## src/hdl/bpp_pkg.sv

```systemverilog
// ----------------------------------------------------------------------------
// bpp_pkg
// Shared constants, codes and control/status types of the bin packing placer.
// ----------------------------------------------------------------------------
`timescale 1ns / 1ps
`default_nettype none

package bpp_pkg;

    localparam int MAX_BINS = 64;
    localparam int BIN_W    = $clog2(MAX_BINS);
    localparam int CNT_W    = $clog2(MAX_BINS + 1);
    localparam int SIZE_W   = 10;
    localparam int IDX_W    = 6;
    localparam int STAT_W   = 2;
    localparam int APB_AW   = 3;
    localparam int APB_DW   = 32;

    localparam logic [SIZE_W-1:0] CAP_RESET = SIZE_W'(100);

    // register indexes
    localparam logic REG_FIT_MODE = 1'b0;
    localparam logic REG_BIN_CAP  = 1'b1;

    localparam logic MODE_FIRST_FIT = 1'b0;
    localparam logic MODE_BEST_FIT  = 1'b1;

    localparam logic KIND_PLACE = 1'b0;
    localparam logic KIND_CLEAR = 1'b1;

    localparam logic [STAT_W-1:0] ST_PLACED   = 2'd0;
    localparam logic [STAT_W-1:0] ST_REJECTED = 2'd1;
    localparam logic [STAT_W-1:0] ST_CLEARED  = 2'd2;

    typedef struct packed {
        logic load;
        logic issue;
        logic commit;
    } t_cmd;

    typedef struct packed {
        logic issue_done;
        logic out_free;
    } t_stat;

endpackage

`default_nettype wire

```

## src/hdl/bpp_ctrl.sv

```systemverilog
// ----------------------------------------------------------------------------
// bpp_ctrl
// Request sequencer: accept, scan of the open bins, commit of the result.
// ----------------------------------------------------------------------------
`timescale 1ns / 1ps
`default_nettype none

module bpp_ctrl import bpp_pkg::*; (
    input  wire        i_clk,
    input  wire        i_rst_n,
    input  wire        i_in_valid,
    output logic       o_in_stall,
    input  wire t_stat i_stat,
    output t_cmd       o_cmd
);

    localparam logic [1:0] S_IDLE   = 2'd0;
    localparam logic [1:0] S_SCAN   = 2'd1;
    localparam logic [1:0] S_COMMIT = 2'd2;

    logic [1:0] r_state;
    logic [1:0] n_state;

    always_comb begin
        n_state      = r_state;
        o_cmd.load   = 1'b0;
        o_cmd.issue  = 1'b0;
        o_cmd.commit = 1'b0;
        case (r_state)
            S_IDLE: begin
                if (i_in_valid) begin
                    o_cmd.load = 1'b1;
                    n_state    = S_SCAN;
                end
            end
            S_SCAN: begin
                if (i_stat.issue_done) begin
                    n_state = S_COMMIT;
                end else begin
                    o_cmd.issue = 1'b1;
                end
            end
            S_COMMIT: begin
                // wait for the output register to be free
                if (i_stat.out_free) begin
                    o_cmd.commit = 1'b1;
                    n_state      = S_IDLE;
                end
            end
            default: begin
                n_state = S_IDLE;
            end
        endcase
    end

    always_ff @(posedge i_clk) begin
        if (!i_rst_n) begin
            r_state <= S_IDLE;
        end else begin
            r_state <= n_state;
        end
    end

    assign o_in_stall = (r_state != S_IDLE);

`ifndef SYNTHESIS
    a_commit_free: assert property (@(posedge i_clk) disable iff (!i_rst_n)
        o_cmd.commit |-> i_stat.out_free)
        else $error("commit while output register busy");

    a_commit_to_idle: assert property (@(posedge i_clk) disable iff (!i_rst_n)
        o_cmd.commit |=> (r_state == S_IDLE))
        else $error("no return to idle after commit");

    a_load_to_scan: assert property (@(posedge i_clk) disable iff (!i_rst_n)
        o_cmd.load |=> (r_state == S_SCAN) && !o_cmd.load)
        else $error("load not followed by scan");
`endif

endmodule

`default_nettype wire

```

## src/hdl/bpp_dp.sv

```systemverilog
// ----------------------------------------------------------------------------
// bpp_dp
// Fill level memory, scan pipeline, bin choice and result register.
// ----------------------------------------------------------------------------
`timescale 1ns / 1ps
`default_nettype none

module bpp_dp import bpp_pkg::*; (
    input  wire               i_clk,
    input  wire               i_rst_n,
    input  wire t_cmd         i_cmd,
    output t_stat             o_stat,
    input  wire               i_fit_mode,
    input  wire  [SIZE_W-1:0] i_bin_capacity,
    input  wire               i_kind,
    input  wire  [SIZE_W-1:0] i_item_size,
    output logic              o_out_valid,
    input  wire               i_out_stall,
    output logic [IDX_W-1:0]  o_bin_index,
    output logic              o_opened_new,
    output logic [SIZE_W-1:0] o_room_left,
    output logic [STAT_W-1:0] o_status
);

    logic [SIZE_W-1:0] r_mem [MAX_BINS];
    logic [SIZE_W-1:0] r_rd_data;
    logic [BIN_W-1:0]  r_rd_tag;
    logic              r_rd_vld;

    logic              r_kind;
    logic [SIZE_W-1:0] r_size;
    logic [CNT_W-1:0]  r_open;
    logic [CNT_W-1:0]  r_idx;
    logic              r_found;
    logic [BIN_W-1:0]  r_best_idx;
    logic [SIZE_W-1:0] r_best_room;

    logic              r_o_valid;
    logic [IDX_W-1:0]  r_o_idx;
    logic              r_o_new;
    logic [SIZE_W-1:0] r_o_room;
    logic [STAT_W-1:0] r_o_stat;

    logic              in_range;
    logic              do_read;
    logic [SIZE_W:0]   sum;
    logic              fits;
    logic [SIZE_W-1:0] room;
    logic              take;
    logic              out_free;
    logic              full;
    logic [SIZE_W-1:0] new_room;
    logic              mem_we;
    logic [BIN_W-1:0]  mem_wa;
    logic [SIZE_W-1:0] mem_wd;

    assign in_range = (r_idx < r_open);
    assign do_read  = i_cmd.issue && in_range;

    // evaluation of the fill level read in the previous cycle
    assign sum  = {1'b0, r_rd_data} + {1'b0, r_size};
    assign fits = (sum <= {1'b0, i_bin_capacity});
    assign room = i_bin_capacity - sum[SIZE_W-1:0];
    assign take = r_rd_vld && fits &&
                  (!r_found || ((i_fit_mode == MODE_BEST_FIT) && (room < r_best_room)));

    assign out_free = !r_o_valid || !i_out_stall;
    assign full     = (r_open >= CNT_W'(MAX_BINS));
    assign new_room = (r_size <= i_bin_capacity) ? (i_bin_capacity - r_size) : '0;

    assign o_stat.out_free   = out_free;
    assign o_stat.issue_done = (r_kind == KIND_CLEAR) || !in_range ||
                               ((i_fit_mode == MODE_FIRST_FIT) && r_found);

    always_comb begin
        mem_we = 1'b0;
        mem_wa = r_best_idx;
        mem_wd = sum[SIZE_W-1:0];
        if (i_cmd.commit && (r_kind == KIND_PLACE)) begin
            if (r_found) begin
                mem_we = 1'b1;
                mem_wa = r_best_idx;
                mem_wd = r_best_room;
            end else if (!full) begin
                mem_we = 1'b1;
                mem_wa = r_open[BIN_W-1:0];
                mem_wd = r_size;
            end
        end
    end

    // the chosen bin's new fill is capacity minus its remaining room
    logic [SIZE_W-1:0] wr_data;
    assign wr_data = (r_found && (r_kind == KIND_PLACE)) ?
                     (i_bin_capacity - r_best_room) : mem_wd;

    always_ff @(posedge i_clk) begin
        if (mem_we) begin
            r_mem[mem_wa] <= wr_data;
        end
        r_rd_data <= r_mem[r_idx[BIN_W-1:0]];
    end

    always_ff @(posedge i_clk) begin
        if (!i_rst_n) begin
            r_rd_vld  <= 1'b0;
            r_open    <= '0;
            r_found   <= 1'b0;
            r_o_valid <= 1'b0;
        end else begin
            r_rd_vld <= do_read;
            if (i_cmd.load) begin
                r_found <= 1'b0;
            end else if (take) begin
                r_found <= 1'b1;
            end
            if (i_cmd.commit) begin
                if (r_kind == KIND_CLEAR) begin
                    r_open <= '0;
                end else if (!r_found && !full) begin
                    r_open <= r_open + CNT_W'(1);
                end
            end
            if (i_cmd.commit) begin
                r_o_valid <= 1'b1;
            end else if (!i_out_stall) begin
                r_o_valid <= 1'b0;
            end
        end
    end

    always_ff @(posedge i_clk) begin
        if (i_cmd.load) begin
            r_kind <= i_kind;
            r_size <= i_item_size;
            r_idx  <= '0;
        end else if (do_read) begin
            r_idx  <= r_idx + CNT_W'(1);
        end
        r_rd_tag <= r_idx[BIN_W-1:0];
        if (take) begin
            r_best_idx  <= r_rd_tag;
            r_best_room <= room;
        end
        if (i_cmd.commit) begin
            if (r_kind == KIND_CLEAR) begin
                r_o_idx  <= '0;
                r_o_new  <= 1'b0;
                r_o_room <= '0;
                r_o_stat <= ST_CLEARED;
            end else if (r_found) begin
                r_o_idx  <= IDX_W'(r_best_idx);
                r_o_new  <= 1'b0;
                r_o_room <= r_best_room;
                r_o_stat <= ST_PLACED;
            end else if (full) begin
                r_o_idx  <= '0;
                r_o_new  <= 1'b0;
                r_o_room <= '0;
                r_o_stat <= ST_REJECTED;
            end else begin
                r_o_idx  <= IDX_W'(r_open[BIN_W-1:0]);
                r_o_new  <= 1'b1;
                r_o_room <= new_room;
                r_o_stat <= ST_PLACED;
            end
        end
    end

    assign o_out_valid  = r_o_valid;
    assign o_bin_index  = r_o_idx;
    assign o_opened_new = r_o_new;
    assign o_room_left  = r_o_room;
    assign o_status     = r_o_stat;

`ifndef SYNTHESIS
    a_open_bound: assert property (@(posedge i_clk) disable iff (!i_rst_n)
        r_open <= CNT_W'(MAX_BINS))
        else $error("open bin count beyond bin count");

    a_read_open: assert property (@(posedge i_clk) disable iff (!i_rst_n)
        r_rd_vld |-> (CNT_W'(r_rd_tag) < r_open))
        else $error("evaluated a bin that is not open");

    a_chosen_open: assert property (@(posedge i_clk) disable iff (!i_rst_n)
        (i_cmd.commit && r_found && (r_kind == KIND_PLACE)) |->
        (CNT_W'(r_best_idx) < r_open))
        else $error("chosen bin is not open");
`endif

endmodule

`default_nettype wire

```

## src/hdl/bin_packing_placer.sv

```systemverilog
// ----------------------------------------------------------------------------
// bin_packing_placer
// Online first-fit / best-fit bin packer with an APB register port.
//
// Requests enter on i_in_valid / o_in_stall with i_kind and i_item_size; a
// transfer happens when valid is high and stall is low. Each request gives one
// result on o_out_valid / i_out_stall (bin index, new-bin flag, room left,
// status). The fill levels sit in a single-port-read memory that is scanned
// one bin per cycle; a place request scans the open bins in order, and a
// first-fit hit ends the scan early, while best fit scans them all. A clear
// skips the scan and goes straight to its result. One request is
// worked on at a time; the next is taken as soon as the result is in the
// output register, even while that result waits. A stalled result holds the
// sequencer in its commit step only for the following request.
// Registers: fit_mode at 0x0, bin_capacity at 0x4; write them while idle.
// Reset (synchronous, active low) sets first-fit, capacity 100, no open bins
// and an empty output; fill levels need no clearing.
// ----------------------------------------------------------------------------
`timescale 1ns / 1ps
`default_nettype none

module bin_packing_placer import bpp_pkg::*; (
    input  wire               i_clk,
    input  wire               i_rst_n,
    input  wire               psel,
    input  wire               penable,
    input  wire               pwrite,
    input  wire  [APB_AW-1:0] paddr,
    input  wire  [APB_DW-1:0] pwdata,
    output logic [APB_DW-1:0] prdata,
    output logic              pready,
    input  wire               i_in_valid,
    output logic              o_in_stall,
    input  wire               i_kind,
    input  wire  [SIZE_W-1:0] i_item_size,
    output logic              o_out_valid,
    input  wire               i_out_stall,
    output logic [IDX_W-1:0]  o_bin_index,
    output logic              o_opened_new,
    output logic [SIZE_W-1:0] o_room_left,
    output logic [STAT_W-1:0] o_status
);

    logic              r_fit_mode;
    logic [SIZE_W-1:0] r_bin_capacity;
    logic              cfg_wr;
    logic              reg_sel;
    t_cmd              cmd;
    t_stat             stat;

    assign pready  = 1'b1;
    assign reg_sel = paddr[2];
    assign cfg_wr  = psel && penable && pwrite && pready;

    always_ff @(posedge i_clk) begin
        if (!i_rst_n) begin
            r_fit_mode     <= MODE_FIRST_FIT;
            r_bin_capacity <= CAP_RESET;
        end else if (cfg_wr) begin
            if (reg_sel == REG_FIT_MODE) begin
                r_fit_mode <= pwdata[0];
            end else begin
                r_bin_capacity <= pwdata[SIZE_W-1:0];
            end
        end
    end

    always_comb begin
        prdata = '0;
        case (reg_sel)
            REG_FIT_MODE: prdata = APB_DW'(r_fit_mode);
            REG_BIN_CAP:  prdata = APB_DW'(r_bin_capacity);
            default:      prdata = '0;
        endcase
    end

    bpp_ctrl u_ctrl (
        .i_clk      (i_clk),
        .i_rst_n    (i_rst_n),
        .i_in_valid (i_in_valid),
        .o_in_stall (o_in_stall),
        .i_stat     (stat),
        .o_cmd      (cmd)
    );

    bpp_dp u_dp (
        .i_clk          (i_clk),
        .i_rst_n        (i_rst_n),
        .i_cmd          (cmd),
        .o_stat         (stat),
        .i_fit_mode     (r_fit_mode),
        .i_bin_capacity (r_bin_capacity),
        .i_kind         (i_kind),
        .i_item_size    (i_item_size),
        .o_out_valid    (o_out_valid),
        .i_out_stall    (i_out_stall),
        .o_bin_index    (o_bin_index),
        .o_opened_new   (o_opened_new),
        .o_room_left    (o_room_left),
        .o_status       (o_status)
    );

endmodule

`default_nettype wire

```

## config.mk

```make
export PLATFORM = sky130hd
export DESIGN_NAME = bin_packing_placer
export DESIGN_NICKNAME = d
export VERILOG_FILES = /design/src/hdl/bpp_pkg.sv /design/src/hdl/bpp_ctrl.sv /design/src/hdl/bpp_dp.sv /design/src/hdl/bin_packing_placer.sv
export SDC_FILE = /design/constraint.sdc
export NUM_CORES = 1
export LEC_CHECK = 0
export BUFFER_PORTS_ARGS = -buffer_cell sky130_fd_sc_hd__buf_2
export CORE_UTILIZATION = 45
export CTS_BUF_LIST = sky130_fd_sc_hd__clkbuf_16
export DETAILED_ROUTE_END_ITERATION = 7
export PLACE_DENSITY = 0.57
export SLEW_MARGIN = 25
export SYNTH_ARGS = -nofsm -noshare
export SYNTH_HDL_FRONTEND = slang
export SYNTH_HIERARCHICAL = 1
export SYNTH_SLANG_ARGS = --single-unit
export TNS_END_PERCENT = 30
```

## constraint.sdc

```tcl
create_clock -name i_clk -period 5.9 [get_ports i_clk]
set_clock_uncertainty 0.05 [all_clocks]
set_input_delay 0.885 -clock i_clk [delete_from_list [all_inputs] [get_ports i_clk]]
set_output_delay 0.885 -clock i_clk [all_outputs]
set_load 0.02 [all_outputs]
```

==> results of run 1 <==
## layout by cell type, fill, tap and decap left out, drive strengths merged, types with 4 or more instances in the layout
master,count
inv,86
nor2,110
nand3b,5
clkbuf,80
a22o,8
mux2i,25
fa,4
nor2b,23
a31oi,4
and2,15
ha,64
nor3,8
a21o,10
xnor2,22
o21a,8
conb,23
nand2,58
clkinv,31
mux4,194
a21oi,56
a211oi,14
bufinv,4
nand4,9
or2,7
or3,4
o22ai,19
dfxtp,46
nand2b,19
o21ai,34
edfxtp,686
buf,122
nand3,10
xor2,14
o31ai,8
## metal layers
metal	global-route usage [%]	vias up	wire, um	part of all wire [%]
met4	6.401	0	1922	2.7
met1	28.83	8232	30570	44
li1	-	6911	-	-
met2	33.20	426	33790	48
met5	0	-	0	0
met3	3.367	108	3741	5.3
## cells by family (layout without fill, tap and decap cells)
family / count (synthesis) / after routing / synth area share [%]
XOR/XNOR: 36 / 36 / 1.027
AND/OR/NAND/NOR: 279 / 279 / 4.375
flip-flops: 732 / 732 / 70.13
multiplexers: 220 / 220 / 15.09
AO/OA/AOI/OAI: 183 / 183 / 3.788
buffers and inverters: 160 / 326 / 2.695
other: 2 / 23 / 0.02447
adder cells (fa/ha/maj): 68 / 68 / 2.870
## state kept, by name, indices dropped and copies added, names as in the netlist
register,count
u_dp/o_opened_new,1
u_dp/r_rd_data,10
u_dp/r_mem,640
u_dp/r_best_room,10
r_bin_capacity,10
u_dp/r_rd_tag,6
u_dp/r_open,7
u_dp/r_idx,7
u_dp/o_status,2
r_fit_mode,1
u_dp/o_bin_index,6
u_dp/o_room_left,10
u_dp/r_size,10
u_dp/r_rd_vld,1
u_dp/r_kind,1
u_dp/r_found,1
u_ctrl/r_state,2
u_dp/o_out_valid,1
u_dp/r_best_idx,6
## power groups by stage
stage | Combinational [W] | Sequential, W | Clock (W)
2_1_floorplan | 0.000315 | 0.00596 | 0
3_3_place_gp | 0.000502 | 0.00594 | 0
3_5_place_dp | 0.000539 | 0.00594 | 0
4_1_cts | 0.000539 | 0.00583 | 0.00476
5_1_grt | 0.000597 | 0.00583 | 0.00494
6_report | 0.000543 | 0.00583 | 0.00465
## path summary, 6_finish.rpt
path	slack (ps)	depth (start not counted)	to
hold / removal	350	0	u_dp/r_best_idx[0]
setup reg to reg	720	20	u_dp/r_best_room[1]
hold reg to reg	350	0	u_dp/r_best_idx[0]
setup / recovery	720	20	u_dp/r_best_room[1]
## cell type report
type / count / area (sq um)
clock inverter: 65 / 440.4
sequential: 732 / 21530
tap: 873 / 1092
fill: 5405 / 32520
multi-input combinational: 809 / 8592
timing repair buffer: 122 / 869.6
clock buffer: 80 / 2002
inverter: 59 / 221.5
## stage by stage
stage | setup WS [ps] | cell area, sq um
floorplan | 459.6 | 30770
global placement | 835.9 | 32160
finish | 723.8 | 34750
CTS | 716.9 | 34680
detailed placement | 729.9 | 32240
global route | 432.3 | 34750
==> impl_metrics.yaml, run 1 <==
global_route:
  grt_usage_pct: 20.58
  grt_pass1_vias: 15980
  grt_pass1_wl_mm: 104.8
  antenna_found_initial: 0
  grt_overflow_total: 0
  grt_max_degree: 68
synth:
  postSynthCellCount: 1680
  ys_types: 65
  synth_top_area_share_pct: 67.13
  ys_ff_latch: 732
  synth.most_common_cell: "edfxtp_1"
  netlist_area_sq_mm: 0.03069
  synth_edf_count: 686
  synthArstFlopShare_pct: 0
  ys_seq_area_share_pct: 70.13
  synth_common_cells: "686 x edfxtp_1, 194 x mux4_2, 109 x nor2_1"
  ys_warn_count: 6
  synth-main-ff-cell: "edfxtp_1"
  synth_top_cells_by_area: "edfxtp_1 67%, mux4_2 14%, dfxtp_1 3.0%"
  synth_top_area_cell: "edfxtp_1"
  avgSynthCellArea_sq_um: 18.27
critical_path:
  reg2reg_from: "u_dp/r_size[0]"
  critical_path_class: "reg2reg"
  crit_arrival_ps: 5440
  startpoint: "u_dp/r_size[0]"
  crit_family: "compound AO/OA/AOI/OAI gates"
  max_stage_delay_ps: 440
  worstPathMaxFanout: 10
  cp_cell_sequence: "ha_1 -> inv_1 -> fa_1 -> nor2b_1 -> o21a_1 -> o21ai_0 -> nand2b_1 -> a21o_1 -> xor2_1 -> ha_1 -> and2_1 -> a221o_1 -> a2bb2oi_1 -> xnor2_1 -> ha_1 -> a21o_1 -> a211oi_1 -> o21ai_0 -> a21oi_2 -> buf_4"
  crit_slowest_cell: "edfxtp_1"
  cp.required_ps: 6170
  start_kind: "flip-flop"
  endpoint_kind: "flip-flop"
  path_common_cell: "ha_1"
  path_buf_inv: 2
routing:
  routed_wl_mm: 70.02
  viasPerCell: 5.722
  dr.pass1.iters: 5
  via_count: 15680
  drt_iter0_drc: 1214
  wl_per_cell_um: 25.56
  drc: 0
  drtAntennaViolNets: 0
sta:
  fin_tns_setup_ps: 0
  min_period_over_period_pct: 87.73
  timing.hold.ws_ps: 351.8
  hold_violations: 0
  rsz0062_at_grt: "false"
  setup_viol: 0
  slew-limit-headroom_pct: 30.30
  fmax_ghz: 0.1932
  period_minus_slack_ps: 5176
  worst_pin_slew_ps: 1042
  report.final.slew_viol_count: 0
finish:
  diodes: 0
  layout-drive-gt1-share_pct: 25.17
  fin_cells: 2740
  final_core_util_pct: 51.66
  synthToLayoutAreaGrowth_pct: 13.25
  layout.nets: 1924
clocking:
  cts_buffers: 79
  insertion_delay_ps: 620
  cts.sinks: 732
  cts.htree.levels: 3
  cts-root-buf: "clkbuf_16"
  cts-resized-gates: 0
  clk_pin_slew_worst_paths_ps: 50
  clock_path_buffers: 3
  cts_hold_buf: 0
  post_cts_buffers: 0
  cts_tree: "done"
floorplanning:
  io_pins: 107
  die_y_um: 263.1
  rows: 95
  die_width_um: 263.1
  start_util_pct: 45.61
  die_area_sq_mm: 0.06924
  core_area_sq_mm: 0.06728
worst_hold_path:
  hp-class: "reg2reg"
  min_from: "u_dp/r_rd_tag[0]"
power_and_ir_drop:
  power.total_w: 0.01102
  power.leakage_nw: 11.30
  switching_share_pct: 21.79
  power_density_mw_per_mm2: 317.2
  intPower_w: 0.008622
  comb_power_share_pct: 4.9
  vdd_drop_max_mv: 0.2352
  p_clk_share_pct: 42.2
  switchingPower_w: 0.002403
  pwr-share-seq_pct: 52.9
placement:
  portBuffers: 59
  placedCellCount: 2593
  gp_congestion: 0.8792
  post-dp-hpwl_mm: 44.63
run:
  cap_violations: 0
status:
  status: "finished, final reports clean"
Note: power is estimated with default switching activity, not from simulation.
==> run 2: changes to the inputs <==
==> constraint.sdc (replaced) <==
create_clock -name i_clk -period 6.7 [get_ports i_clk]
set_clock_uncertainty 0.05 [all_clocks]
set_input_delay 1.005 -clock i_clk [delete_from_list [all_inputs] [get_ports i_clk]]
set_output_delay 1.005 -clock i_clk [all_outputs]
set_load 0.02 [all_outputs]
==> impl_metrics.yaml, run 2 (same netlist as run 1, synthesis figures left out) <==
status:
  status: "finished, final reports clean"
clocking:
  cts_hold_buf: 0
  cts-resized-gates: 0
  clock_path_buffers: 3
  cts.htree.levels: 3
  insertion_delay_ps: 630
  cts_buffers: 77
  clk_pin_slew_worst_paths_ps: 60
  cts-root-buf: "clkbuf_16"
  cts_tree: "done"
  post_cts_buffers: 0
  cts.sinks: 732
sta:
  fin_tns_setup_ps: 0
  worst_pin_slew_ps: 1066
  setup_slack_ps: 1310
  min_period_over_period_pct: 80.45
  setup_viol: 0
  timing.hold.ws_ps: 351.6
  hold_violations: 0
  rsz0062_at_grt: "false"
  fmax_ghz: 0.1855
  period_minus_slack_ps: 5390
  slew-limit-headroom_pct: 28.69
  report.final.slew_viol_count: 0
routing:
  via_count: 15450
  dr.pass1.iters: 5
  viasPerCell: 5.717
  drt_iter0_drc: 1297
  wl_per_cell_um: 25.73
  routed_wl_mm: 69.54
  drtAntennaViolNets: 0
  drc: 0
floorplanning:
  io_pins: 107
  die_area_sq_mm: 0.06924
  die_width_um: 263.1
  rows: 95
  core_area_sq_mm: 0.06728
  die_y_um: 263.1
  start_util_pct: 45.61
critical_path:
  crit_family: "compound AO/OA/AOI/OAI gates"
  critical_path_class: "reg2reg"
  reg2reg_from: "u_dp/r_size[0]"
  rr_endpoint: "u_dp/r_best_idx[3]"
  r2r_setup_slack_ps: 1310
  cp_cell_sequence: "ha_1 -> inv_1 -> fa_1 -> nor2b_1 -> o21a_1 -> o21ai_0 -> nand2b_1 -> a21o_1 -> xor2_1 -> ha_1 -> and2_1 -> a221o_1 -> a2bb2oi_1 -> xnor2_1 -> ha_1 -> a21o_1 -> a211oi_1 -> o21ai_0 -> a21oi_2"
  path_common_cell: "ha_1"
  crit_arrival_ps: 5570
  worstPathMaxFanout: 16
  worstRegToRegCells: 19
  endpoint_kind: "flip-flop"
  crit_slowest_cell: "a21oi_2"
  path_buf_inv: 1
  start_kind: "flip-flop"
  cp.required_ps: 6880
  max_stage_delay_ps: 790
finish:
  largest-register: "u_dp/r_mem"
  synthToLayoutAreaGrowth_pct: 12.28
  layout_common_cells: "686 x edfxtp_1, 194 x mux4_2, 79 x clkbuf_16, 79 x inv_1, 75 x nor2_1"
  final_core_util_pct: 51.21
  layout.nets: 1889
  diodes: 0
  final_common_cell: "edfxtp_1"
  layout-drive-gt1-share_pct: 24.54
  largest_reg_flops: 640
power_and_ir_drop:
  vdd_drop_max_mv: 0.2247
  power.leakage_nw: 11.09
  power_density_mw_per_mm2: 280.7
  power.total_w: 0.009671
global_route:
  grt_overflow_total: 0
  grt_pass1_vias: 15820
  grt_pass1_wl_mm: 103.5
  antenna_found_initial: 0
  grt_usage_pct: 20.45
  grt_max_degree: 153
worst_hold_path:
  min_from: "u_dp/r_rd_tag[1]"
  hold_path_depth: 0
  hold_path_end: "u_dp/r_best_idx[1]"
  hp-class: "reg2reg"
placement:
  post-dp-hpwl_mm: 42.62
  post-place-ws_ps: 1346
  gp_congestion: 0.8345
  portBuffers: 59
run:
  cap_violations: 0
## run 2: cell types whose count changed in the layout (fill, tap and decap cells not counted), moves of 2 or more
cell / previous run / this run
buf_4: 56 / 28
inv_1: 82 / 79
inv_16: 3 / 1
nor2_2: 20 / 33
buf_16: 3 / 0
nor2_1: 88 / 75
clkinvlp_4: 3 / 1
## run 2: routing by layer
metal | share of wire, % | global-route usage (%) | vias to the layer above
li1 | - | - | 6838
met1 | 43 | 27.71 | 8106
met2 | 49 | 33.70 | 415
met3 | 5.2 | 3.985 | 94
met4 | 2.5 | 5.959 | 0
met5 | 0 | 0 | -
## run 2: per-stage QoR
step | cells | area [sq um]
floorplan | 1701 | 30770
global placement | 2562 | 31930
detailed placement | 2562 | 31990
CTS | 2703 | 34430
global route | 2703 | 34450
finish | 2703 | 34450
## run 2: report_power, final
group | switching (W) | internal, W | total, W
logic | 0.000334 | 0.000117 | 0.000451
registers | 0.0000129 | 0.00513 | 0.00514
clock network | 0.00174 | 0.00234 | 0.00408
total | 0.00209 | 0.00758 | 0.00967
## run 2: worst max-delay path by stage
stage,from,endpoint,depth (start not counted)
finish,u_dp/r_size[0],u_dp/r_best_idx[3],19
global route,u_dp/r_size[0],u_dp/r_best_idx[4],19
CTS,u_dp/r_size[0],u_dp/r_best_idx[3],19
detailed placement,u_dp/r_size[0],u_dp/r_best_room[1],19
global placement,u_dp/r_size[0],u_dp/r_best_room[0],19
floorplan,i_out_stall,u_dp/r_mem[0][8],10
## run 2: area by class of cell
cell class | count | area [sq um]
clock buffers | 79 | 1977
clock inverters | 62 | 459.2
fillers | 5517 | 32820
inverters | 59 | 221.5
multi-input cells | 809 | 8625
flip-flops and latches | 732 | 21530
well taps | 873 | 1092
repair buffers | 89 | 545.5
